File: src/design/rpi_pkg.sv
// ----------------------------------------------------------------------------
// rpi_pkg
// Shared types, codes and helpers of the ray / primitive intersection block.
// ----------------------------------------------------------------------------
package rpi_pkg;

  localparam int FRAC_BITS_DEFAULT = 16;
  localparam int QUEUE_DEPTH_DEFAULT = 8;
  localparam logic [15:0] EPS_RESET = 16'd7;

  // primitive kinds as they arrive on the ray channel
  typedef enum logic [1:0] {
    OP_SPHERE   = 2'd0,
    OP_PLANE    = 2'd1,
    OP_CYLINDER = 2'd2,
    OP_CONE     = 2'd3
  } op_t;

  // what the back end has to do with a queued job
  typedef enum logic {
    JOB_QUAD,
    JOB_SINGLE
  } job_kind_t;

  // quadratic job: a, h, c; single root job: h is numerator, a is divisor
  typedef struct packed {
    job_kind_t          kind;
    logic [15:0]        tag;
    logic signed [63:0] a;
    logic signed [63:0] h;
    logic signed [63:0] c;
  } job_t;

  typedef enum logic [2:0] {
    BK_IDLE,
    BK_MUL,
    BK_DISC,
    BK_SQRT,
    BK_DIV,
    BK_SAT,
    BK_OUT
  } back_state_t;

  function automatic logic [63:0] mag64(input logic signed [63:0] v);
    logic signed [63:0] n;
    n = -v;
    return v[63] ? 64'(n) : 64'(v);
  endfunction

endpackage

File: src/design/rpi_queue.sv
// ----------------------------------------------------------------------------
// rpi_queue
// Short first-in first-out job queue between the front and back ends.
// ----------------------------------------------------------------------------
module rpi_queue import rpi_pkg::*; #(
  parameter int QUEUE_DEPTH = QUEUE_DEPTH_DEFAULT,
  localparam int CNT_W      = $clog2(QUEUE_DEPTH + 1),
  localparam int PTR_W      = (QUEUE_DEPTH > 1) ? $clog2(QUEUE_DEPTH) : 1
) (
  input  logic             clk,
  input  logic             rst,
  input  logic             push,
  input  job_t             push_job,
  input  logic             pop,
  output logic             q_valid,
  output job_t             q_job,
  output logic [CNT_W-1:0] q_count
);

  job_t             slots [QUEUE_DEPTH];
  logic [PTR_W-1:0] wr_ptr, rd_ptr;
  logic [CNT_W-1:0] count;

  assign q_valid = count != '0;
  assign q_job   = slots[rd_ptr];
  assign q_count = count;

  // pointers and fill count
  always_ff @(posedge clk) begin
    if (rst) begin
      wr_ptr <= '0;
      rd_ptr <= '0;
      count  <= '0;
    end else begin
      if (push) begin
        wr_ptr <= (wr_ptr == PTR_W'(QUEUE_DEPTH - 1)) ? '0 : wr_ptr + 1'b1;
      end
      if (pop) begin
        rd_ptr <= (rd_ptr == PTR_W'(QUEUE_DEPTH - 1)) ? '0 : rd_ptr + 1'b1;
      end
      if (push && !pop) begin
        count <= count + 1'b1;
      end else if (pop && !push) begin
        count <= count - 1'b1;
      end
    end
  end

  // storage
  always_ff @(posedge clk) begin
    if (push) begin
      slots[wr_ptr] <= push_job;
    end
  end

`ifndef ASSERT_OFF
  // front end credit must keep the queue from overflowing
  a_no_overflow: assert property (@(posedge clk) disable iff (rst)
    push |-> (count < CNT_W'(QUEUE_DEPTH)) || pop)
    else $error("job queue overflow");

  // pops only come from a nonempty queue
  a_no_underflow: assert property (@(posedge clk) disable iff (rst)
    pop |-> (count != '0))
    else $error("job queue underflow");

  // fill count stays within the depth
  a_count_range: assert property (@(posedge clk) disable iff (rst)
    count <= CNT_W'(QUEUE_DEPTH))
    else $error("job queue count out of range");
`endif

endmodule

File: config.mk
export PLATFORM = sky130hd
export DESIGN_NAME = rpi_queue
export DESIGN_NICKNAME = d
export VERILOG_FILES = /design/src/design/rpi_pkg.sv /design/src/design/rpi_queue.sv
export SDC_FILE = /design/constraint.sdc
export NUM_CORES = 1
export LEC_CHECK = 0
export BUFFER_PORTS_ARGS = -buffer_cell sky130_fd_sc_hd__buf_2
export CAP_MARGIN = 5
export CORE_MARGIN = 2
export CORE_UTILIZATION = 55
export CTS_CLUSTER_DIAMETER = 100
export CTS_CLUSTER_SIZE = 12
export DETAILED_ROUTE_END_ITERATION = 12
export PLACE_DENSITY_LB_ADDON = 0.25
export SETUP_SLACK_MARGIN = 0.5
export SYNTH_ARGS = -nofsm -noshare
export SYNTH_HDL_FRONTEND = slang
export SYNTH_SLANG_ARGS = --single-unit
File: constraint.sdc
create_clock -name clk -period 36.1 [get_ports clk]
set_input_delay 1.805 -clock clk [delete_from_list [all_inputs] [get_ports clk]]
set_output_delay 1.805 -clock clk [all_outputs]
set_load 0.01 [all_outputs]
# After elaboration in Yosys (flattened, before gate mapping)
# Memory sizes are Yosys's and may differ from the RTL's. A register that Yosys moved wholly into a read port is not among the register bits.
# Index checks and enable logic that the tools add are counted.
# totals
register_bits	10
ram_bits	1672
inputBits	213
output_inout_bits	214
memories	1
# classes
add_sub_neg	4
eq_ne	2
mux	8
reduce_logical	6
# mem_list
name	words	width	rd	rd_ports_with_merged_regs	write_ports	line_no	rtl
slots	8	209	1	1	1	rpi_queue.sv:20	job_t slots [QUEUE_DEPTH];
# op_table
operator	n
$mux 3	4
$mux 4	2
$add 3x1->3 const B	2
$eq 3x3->1 const B	2
$add 4x1->4 const B	1
$reduce_bool 4->1	1
$sub 4x1->4 const B	1
$logic_and 1x1->1	2
$logic_not 1->1	2
$mux 1	2
$reduce_bool 2->1	1

# Logic depth before layout (Yosys ltp)
# Gate-level depths: netlist of run 1.
# depth
ltp_word	4
depth_mapped	8
ltp_nobuf	8

# Worst setup path after synthesis of run 1
# Ideal clock, no wire load.
# synth_timing
path_kind	in2reg
startpoint	in push
endpoint	mem slots[0][0] in the netlist's numbering (enable)
t_arrival_ns	15.985
t_required_ns	35.065
setup_slack_ns	19.081
stages	2
n_path_buf	0
path_cell_list	nand2b_1 nor3_1
# synth_via
elab_chain_len	2
# synth_lines
item	line_no	rtl
start, declared	rpi_queue.sv:12	input logic push,
$mux 1	rpi_queue.sv:51	if (push) begin
$mux 1 (implied by the code)	rpi_queue.sv:52	slots[wr_ptr] <= push_job;
end, declared	rpi_queue.sv:20	
# Every way passes these cells.

==> results of run 1 <==
## kinds of logic after synthesis
group                    after synthesis
adder cells (fa/ha/maj)                8
AND/OR/NAND/NOR                       34
XOR/XNOR                               2
buffers and inverters                121
multiplexers                         631
flip-flops                          1685
AO/OA/AOI/OAI                          8
## cell type report
| class | instances | share of cell area |
|---|---|---|
| diodes | 23 | 0.000806 |
| clock buffers | 179 | 0.0577 |
| clock inverters | 13 | 0.00228 |
| inverters | 3 | 0.000158 |
| multi-input cells | 683 | 0.171 |
| flip-flops and latches | 1685 | 0.707 |
| well taps | 1512 | 0.0265 |
| repair buffers | 471 | 0.0353 |
## synth_stat cells (3+ instances only)
library cell,n
a21oi_1,6
buf_1,6
buf_2,55
buf_6,4
clkbuf_1,52
dfxtp_1,13
edfxtp_1,1672
ha_1,7
inv_1,3
mux2_2,210
mux2i_1,3
mux4_2,418
nand2_1,4
nand2b_1,3
nor2_1,21
nor3_1,3
## routing by layer
metal	track usage	up-vias	share of wire
met4	0.0661	58	0.022
met1	0.286	14900	0.39
met3	0.0653	226	0.078
li1	-	11700	-
met2	0.359	860	0.50
met5	0.00641	-	0.0035
## worst max-delay path, stage by stage, from the launching register on
cell,delay (ns)
dfxtp_4,1.03
buf_4,0.71
buf_4,0.82
buf_4,0.90
buf_4,0.77
mux4_2,0.60
mux2_2,0.30
buf_2,0.17
## final timing paths
| check | startpoint | end | slack, ns |
|---|---|---|---|
| setup reg to reg | wr_ptr[0]$_SDFFE_PP0P_ | slots[2][122]$_DFFE_PP_ | 31.94 |
| setup / recovery | register | q_job[122] | 28.02 |
| hold reg to reg | rd_ptr[1]$_SDFFE_PP0P_ | rd_ptr[1]$_SDFFE_PP0P_ | 0.56 |
| hold / removal | rd_ptr[1]$_SDFFE_PP0P_ | rd_ptr[1]$_SDFFE_PP0P_ | 0.56 |
## power by group through the flow
stage / registers, mW / clock network (mW) / logic, mW
2_1_floorplan: 2.26 / 0 / 0.165
3_3_place_gp: 2.24 / 0 / 0.264
3_5_place_dp: 2.25 / 0 / 0.271
4_1_cts: 2.21 / 1.48 / 0.272
5_1_grt: 2.21 / 1.55 / 0.288
6_report: 2.21 / 1.45 / 0.267
## layout by cell type, fill, tap and decap left out, types with 10 or more instances in the layout
cell type and count:
edfxtp_1 1672, dfxtp_1 10, clkbuf_16 162, nor2_1 15
diode_2 23, buf_4 41, buf_2 426, mux4_2 418
clkbuf_1 17, mux2_2 210
## through the flow
step / util / worst slack (ns) / instance area (µm²) / power (mW) / hold WS [ns]
6_report: 0.626 / 28.02 / 71400 / 3.92 / 0.556
5_1_grt: 0.626 / 27.30 / 71400 / 4.05 / 0.603
4_1_cts: 0.626 / 27.72 / 71400 / 3.96 / 0.559
3_5_place_dp: 0.588 / 28.56 / 67100 / 2.52 / 0.544
3_3_place_gp: 0.588 / 28.67 / 67100 / 2.51 / 0.496
2_1_floorplan: - / 19.08 / 63100 / 2.42 / 0.490
## flip-flops by register name, indices dropped and copies added, names as in the netlist, named ones only
signal,flops
wr_ptr,3
slots,1672
q_count,4
rd_ptr,3
==> results.cfg, run 1 <==
[global_route]
grt_pass1_vias = 29600
grt_util_all_layers = 0.219
grt_first_pass_wirelength_um = 188000
grt_max_degree = 172
globalRouteOverflowTotal = 0
antenna_found_initial = 48

[timing]
rsz0062_at_grt = false
finalHoldViolCount = 0
maxSlewViolCount = 0
post-route-period-util = 0.224
finClkSkew_ns = 0.0160
setup_violations = 0
max-slew-margin-rel = 0.221
max_clock_freq_mhz = 124
finalSetupTns_ns = 0
worst_slew_pin_slew_ns = 1.17
fin_crit_ns = 8.08

[clocking]
cts_root_buffer = clkbuf_16
cts_buffer_depth = 3
post_cts_resized = 0
cts_setup_buffers = 0
cts.sinks = 1685
hold_buffers = 0
cts_tree = done
htree_num_levels = 4
cts.clk_slew.worst_paths_ns = 0.06
worstSkewPairLatency_ns = 0.74
cts_buffers = 158

[floorplanning]
die_w_um = 343
initial_core_util = 0.554
dieHeight_um = 343
rows = 124
io_pins = 427
dieArea_mm2 = 0.118
coreArea_mm2 = 0.114

[power]
seqPwrFrac = 0.563
p_sw_mw = 0.805
leakagePower_nw = 22.5
peakVddDrop_v = 0.0000441
clockPowerShare = 0.369
swShare = 0.205
p_int_mw = 3.12
combPwrFrac = 0.068
p_per_area_mw_per_mm2 = 54.9

[logic_synthesis]
synthMuxAreaShare = 0.187
synth_edf_count = 1672
synth-compound-area-share = 0.000693
ys.flop_type = edfxtp_1
ys_types = 25
synthesis.instances = 2489
ys_async_sr_fraction = 0
synthSimpleGateAreaFrac = 0.00232
syn-num-nets = 2710
synth_fa_ha_area_frac = 0.00170
synth_seq_area_share = 0.799
synth-seq-cells = 1685
synth_area_leaders = edfxtp_1, mux4_2, mux2_2
syn_area_mm2 = 0.0631
synth_xor_area_frac = 0.000277
avgSynthCellArea_um2 = 25.4
synth_top_area_cell = edfxtp_1
synth_top_area_frac = 0.795
synth_top_family_by_area = multiplexers
yosys_warnings = 0

[drt]
drtIter0Drc = 2202
viasPerCell = 6.06
postRouteAntennaNets = 0
drc = 0
vias = 27700
drt_wl_total_um = 128000
dr.pass1.iters = 5
wl_per_cell_um = 28.0

[worst_setup_path]
cp-start-kind = register
worstRegToRegCells = 5
path_class = reg2out
cp.arrival_ns = 6.28
crit_required_ns = 34.29
crit_path_end_kind = output port
crit_path_max_fanout = 51

[layout]
multi_input_area_mm2 = 0.0122
drive_gt1_frac = 0.423
layout.area.seq_mm2 = 0.0505
area_growth_pct = 13.1
fillCellCount = 7435
nets = 3223
layoutNonFillerInstCount = 4569

[run]
maxCapViolCount = 0

[min_path]
hold_class = reg2reg
whs_path_depth = 2

[outcome]
outcome = completed

[placed_design]
dp_cells = 4354
port_buffers = 426
dp_hpwl_um = 68300
gp_congestion = 0.724
Note: power is estimated with default switching activity, not from simulation.
==> run 2, diff against run 1 <==
--- a/config.mk
+++ b/config.mk
@@ -8,7 +8,7 @@
 export BUFFER_PORTS_ARGS = -buffer_cell sky130_fd_sc_hd__buf_2
 export CAP_MARGIN = 5
 export CORE_MARGIN = 2
-export CORE_UTILIZATION = 55
+export CORE_UTILIZATION = 54
 export CTS_CLUSTER_DIAMETER = 100
 export CTS_CLUSTER_SIZE = 12
 export DETAILED_ROUTE_END_ITERATION = 12
==> constraint.sdc (replaced) <==
create_clock -name clk -period 6.56 [get_ports clk]
set_input_delay 0.328 -clock clk [delete_from_list [all_inputs] [get_ports clk]]
set_output_delay 0.328 -clock clk [all_outputs]
set_load 0.01 [all_outputs]
==> run 2 against run 1 <==
  * Sequential power grew to 5.5 times the previous value
  * Clock skew hardly changed
  * Total power rose to 5.5 times the previous value
  * First-iteration DRC count is 20% higher
  * Count of clock-buffer cells in the layout shrank 1
  * Non-clock buffer count increased by 203
  * Design area rose by 3.1%
  * Largest cell class unchanged
  * Largest power group unchanged
  * Highest routed layer unchanged
==> results.cfg, run 2 (same netlist as run 1, synthesis figures left out) <==
[timing]
fin_crit_ns = 4.01
setup_violations = 0
worst_slew_pin_slew_ns = 1.22
worst_slack_ns = 2.55
finalSetupTns_ns = 0
post-route-period-util = 0.611
finalHoldWorstSlack_ns = 0.368
maxSlewViolCount = 0
max-slew-margin-rel = 0.183
rsz0062_at_grt = false
finClkSkew_ns = 0.0156
max_clock_freq_mhz = 250
finalHoldViolCount = 0

[clocking]
cts_tree = done
cts_setup_buffers = 0
cts.sinks = 1685
cts.clk_slew.worst_paths_ns = 0.06
htree_num_levels = 4
cts_root_buffer = clkbuf_16
cts_buffer_depth = 3
worstSkewPairLatency_ns = 0.76
cts_buffers = 158

[global_route]
globalRouteOverflowTotal = 0
grt_util_all_layers = 0.219
antenna_found_initial = 23
grt_first_pass_wirelength_um = 193000
grt_max_degree = 159
grt_pass1_vias = 30500

[worst_setup_path]
cpMaxStageDelayCell = dfxtp_4
max_stage_delay_ns = 1.03
path_class = reg2out
cp-start-kind = register
crit_family = flip-flops
cp.arrival_ns = 3.68
crit_required_ns = 6.23
crit_path_max_fanout = 65
crit_path_end_kind = output port
r2r_slack_ns = 3.53
crit_buf_inv = 2
worstPathCellList = buf_4, mux4_2, mux2_2, buf_2

[power]
finalPower_mw = 21.7
peakVddDrop_v = 0.000252
leakagePower_nw = 23.4
p_per_area_mw_per_mm2 = 295

[layout]
area_growth_pct = 16.7
largest_register_ffs = 1672
regMostFlops = slots
nets = 3426
drive_gt1_frac = 0.394
postLayoutCoreUtil = 0.635
mostFrequentLayoutCells = edfxtp_1, buf_2, mux4_2
final_common_cell = edfxtp_1

[floorplanning]
coreArea_mm2 = 0.116
rows = 125
die_w_um = 346
dieArea_mm2 = 0.120
io_pins = 427
initial_core_util = 0.544
dieHeight_um = 346

[min_path]
hold_class = in2reg

[run]
maxCapViolCount = 0

[drt]
viasPerCell = 5.94
dr.pass1.iters = 5
postRouteAntennaNets = 0
wl_per_cell_um = 27.4
vias = 28300
drt_wl_total_um = 131000
drtIter0Drc = 2643
drc = 0

[placed_design]
port_buffers = 426
gp_congestion = 0.719
dp_slack_ns = 3.25
dp_hpwl_um = 67600

[outcome]
outcome = completed
-- run 2: per-stage QoR --
| stage | area [µm²] | std cells |
|---|---|---|
| floorplan | 63200 | 2489 |
| global placement | 67200 | 4357 |
| detailed placement | 67200 | 4357 |
| CTS | 73600 | 4759 |
| global route | 73700 | 4766 |
| finish | 73700 | 4769 |
-- run 2: final timing paths --
path	startpoint	endpoint	cells past startpoint
hold reg to reg	rd_ptr[2]$_SDFFE_PP0P_	register	2
setup / recovery	register	q_job[153]	4
setup reg to reg	wr_ptr[1]$_SDFFE_PP0P_	slots[6][86]$_DFFE_PP_	4
hold / removal	push_job[50]	slots[1][50]$_DFFE_PP_	2
-- run 2: cell type report --
cell class | count | area (µm²)
inverter | 3 | 11.3
fill | 7572 | 42400
tap | 1524 | 1910
multi-input combinational | 683 | 12200
clock inverter | 12 | 164
clock buffer | 178 | 4110
antenna | 10 | 25.0
sequential | 1685 | 50500
timing repair buffer | 674 | 4770
-- run 2: layer usage --
| layer | wire length [µm] | global-route usage | up-vias |
|---|---|---|---|
| met5 | 149 | 0 | - |
| met4 | 2920 | 0.0621 | 24 |
| met3 | 9150 | 0.0584 | 201 |
| met2 | 66200 | 0.364 | 820 |
| met1 | 52400 | 0.289 | 15200 |
| li1 | - | - | 12100 |
-- run 2: worst reg2reg max path, cell delays in order (launching register included) --
cell and delay [ns]:
dfxtp_1 0.55, nand2_1 0.22, nor2_4 0.17, buf_12 0.68, buf_4 0.98
-- run 2: timing repair --
item                                   in CTS  in global routing
endpoints found under the hold margin    1685                  0
hold buffers                              212                  0
gates resized for setup                     0                  0
-- run 2: report_power, final --
group | total [mW] | internal (mW) | leakage [nW] | switching (mW)
registers | 12.1 | 12.1 | 15.3 | 0.0802
logic | 1.59 | 0.772 | 6.01 | 0.823
clock network | 7.98 | 4.40 | 2.09 | 3.57
==> run 3, diff against run 2 <==
==> constraint.sdc (replaced) <==
create_clock -name clk -period 3.5 [get_ports clk]
set_input_delay 0.175 -clock clk [delete_from_list [all_inputs] [get_ports clk]]
set_output_delay 0.175 -clock clk [all_outputs]
set_load 0.01 [all_outputs]
==> run 3 against run 2 <==
  * Clock power increased by 85%
  * Worst setup slack lost 1.9 ns
  * Sequential power increased by 88%
  * Die area did not move
  * Design area rose by 0.74%
  * Cell count grew 0.71%
  * Via count is 1.6% higher
  * Largest cell class unchanged
  * Clock skew rose by 0.0076 ns
  * Global-route usage grew 0.17 points
  * Worst hold slack worse by 0.14 ns
==> results.cfg, run 3 (same netlist as run 1, synthesis figures left out) <==
[worst_setup_path]
r2r-end = slots[7][129]$_DFFE_PP_
r2r_slack_ns = 1.32
crit_path_end_kind = output port
cp-start-kind = register
cpMaxStageDelayCell = mux4_2
crit_path_max_fanout = 44
crit_buf_inv = 3
max_stage_delay_ns = 0.56
worstRegToRegCells = 4
rr_startpoint = wr_ptr[1]$_SDFFE_PP0P_
cp.arrival_ns = 2.68
path_class = reg2out
crit_required_ns = 3.32
worstPathCellList = buf_12, buf_12, mux4_2, mux2_2, buf_2
crit_family = multiplexers
timing.critical_path.mode_cell = buf_12

[power]
combPwrFrac = 0.077
p_sw_mw = 8.30
seqPwrFrac = 0.559
finalPower_mw = 40.6
leakagePower_nw = 23.7
clockPowerShare = 0.364
swShare = 0.204
p_per_area_mw_per_mm2 = 548
peakVddDrop_v = 0.000464
p_int_mw = 32.3

[min_path]
hold_start = push_job[50]
hold_class = in2reg
min_to = slots[3][50]$_DFFE_PP_
whs_path_depth = 2

[floorplanning]
coreArea_mm2 = 0.116
io_pins = 427
dieArea_mm2 = 0.120
initial_core_util = 0.544
rows = 125
die_w_um = 346
dieHeight_um = 346

[layout]
mostFrequentLayoutCells = edfxtp_1, buf_2, mux4_2
postLayoutCoreUtil = 0.639
largest_register_ffs = 1672
nets = 3468
drive_gt1_frac = 0.402
regMostFlops = slots
final_common_cell = edfxtp_1
area_growth_pct = 17.5

[clocking]
cts.sinks = 1685
cts_root_buffer = clkbuf_16
cts_tree = done
htree_num_levels = 4
cts_buffer_depth = 3
cts_buffers = 158
worstSkewPairLatency_ns = 0.73
cts.clk_slew.worst_paths_ns = 0.06

[timing]
fin_crit_ns = 2.86
post-route-period-util = 0.816
finalSetupTns_ns = 0
worst_slew_pin_slew_ns = 1.13
setup_violations = 0
max_clock_freq_mhz = 350
maxSlewViolCount = 0
finalHoldViolCount = 0
worst_slack_ns = 0.643
rsz0062_at_grt = true
finClkSkew_ns = 0.0232
max-slew-margin-rel = 0.246

[global_route]
grt_first_pass_wirelength_um = 196000
globalRouteOverflowTotal = 0
grt_util_all_layers = 0.221
grt_max_degree = 127
grt_pass1_vias = 30800
antenna_found_initial = 20

[placed_design]
port_buffers = 426
dp_slack_ns = 1.10
gp_congestion = 0.717
dp_hpwl_um = 70000

[drt]
dr.pass1.iters = 5
drc = 0
vias = 28800
viasPerCell = 5.99
drt_wl_total_um = 131000
postRouteAntennaNets = 0
drtIter0Drc = 2368
wl_per_cell_um = 27.3

[outcome]
outcome = completed

[run]
maxCapViolCount = 0
==> run 3: routing by layer <==
layer,share of wire,global-route usage
met4,0.024,0.0647
met2,0.51,0.369
met5,0.0010,0
met3,0.068,0.0517
met1,0.40,0.294
==> run 3: metrics by stage <==
stage | cell area, µm² | instances | hold WS (ns)
2_1_floorplan | 63200 | 2489 | 0.274
3_3_place_gp | 67800 | 4391 | 0.423
3_5_place_dp | 67800 | 4391 | 0.442
4_1_cts | 74200 | 4794 | 0.167
5_1_grt | 74200 | 4802 | 0.206
6_report | 74200 | 4803 | 0.230
==> run 3: repair_timing <==
action                                  4_1_cts  5_1_grt
endpoints found under the hold margin      1685        0
hold buffers                                212        0
gates cloned                                  0        1
endpoints found under the setup margin      198        2
buffers inserted                              7        0
resized for setup                             3        2
==> run 3: worst max-delay path by stage <==
stage                           startpoint                    end  slack (ns)  cells after the start
CTS                               register             q_job[113]        0.52                      5
detailed placement                register             q_job[163]        1.10                      4
global placement                  register              q_job[78]        1.15                      5
finish                            register             q_job[113]        0.64                      5
global route                      register             q_job[113]        0.50                      5
floorplan           wr_ptr[0]$_SDFFE_PP0P_  slots[0][0]$_DFFE_PP_       -2.47                      2
==> run 3: power groups by stage <==
stage	Combinational [mW]	Clock [mW]	Sequential [mW]
after global placement	2.85	0	23.1
after global routing	3.36	15.9	22.7
final	3.13	14.8	22.7
after detailed placement	2.92	0	23.2
after floorplan	1.71	0	23.2
after CTS	3.18	15.2	22.7
==> run 3: layout make-up <==
class	instances	area, µm²
Fill cell	7545	41800
Clock inverter	6	85.1
Inverter	3	11.3
Sequential cell	1685	50500
Antenna cell	8	20.0
Tap cell	1524	1910
Multi-Input combinational cell	683	12200
Clock buffer	178	4110
Timing Repair Buffer	716	5380
==> run 3: worst register-to-register path, delay by kind of cell (launching register included) <==
kind          cells  cell delay [ns]
buf+inv           2             0.87
flops             1             0.52
simple gates      2             0.40
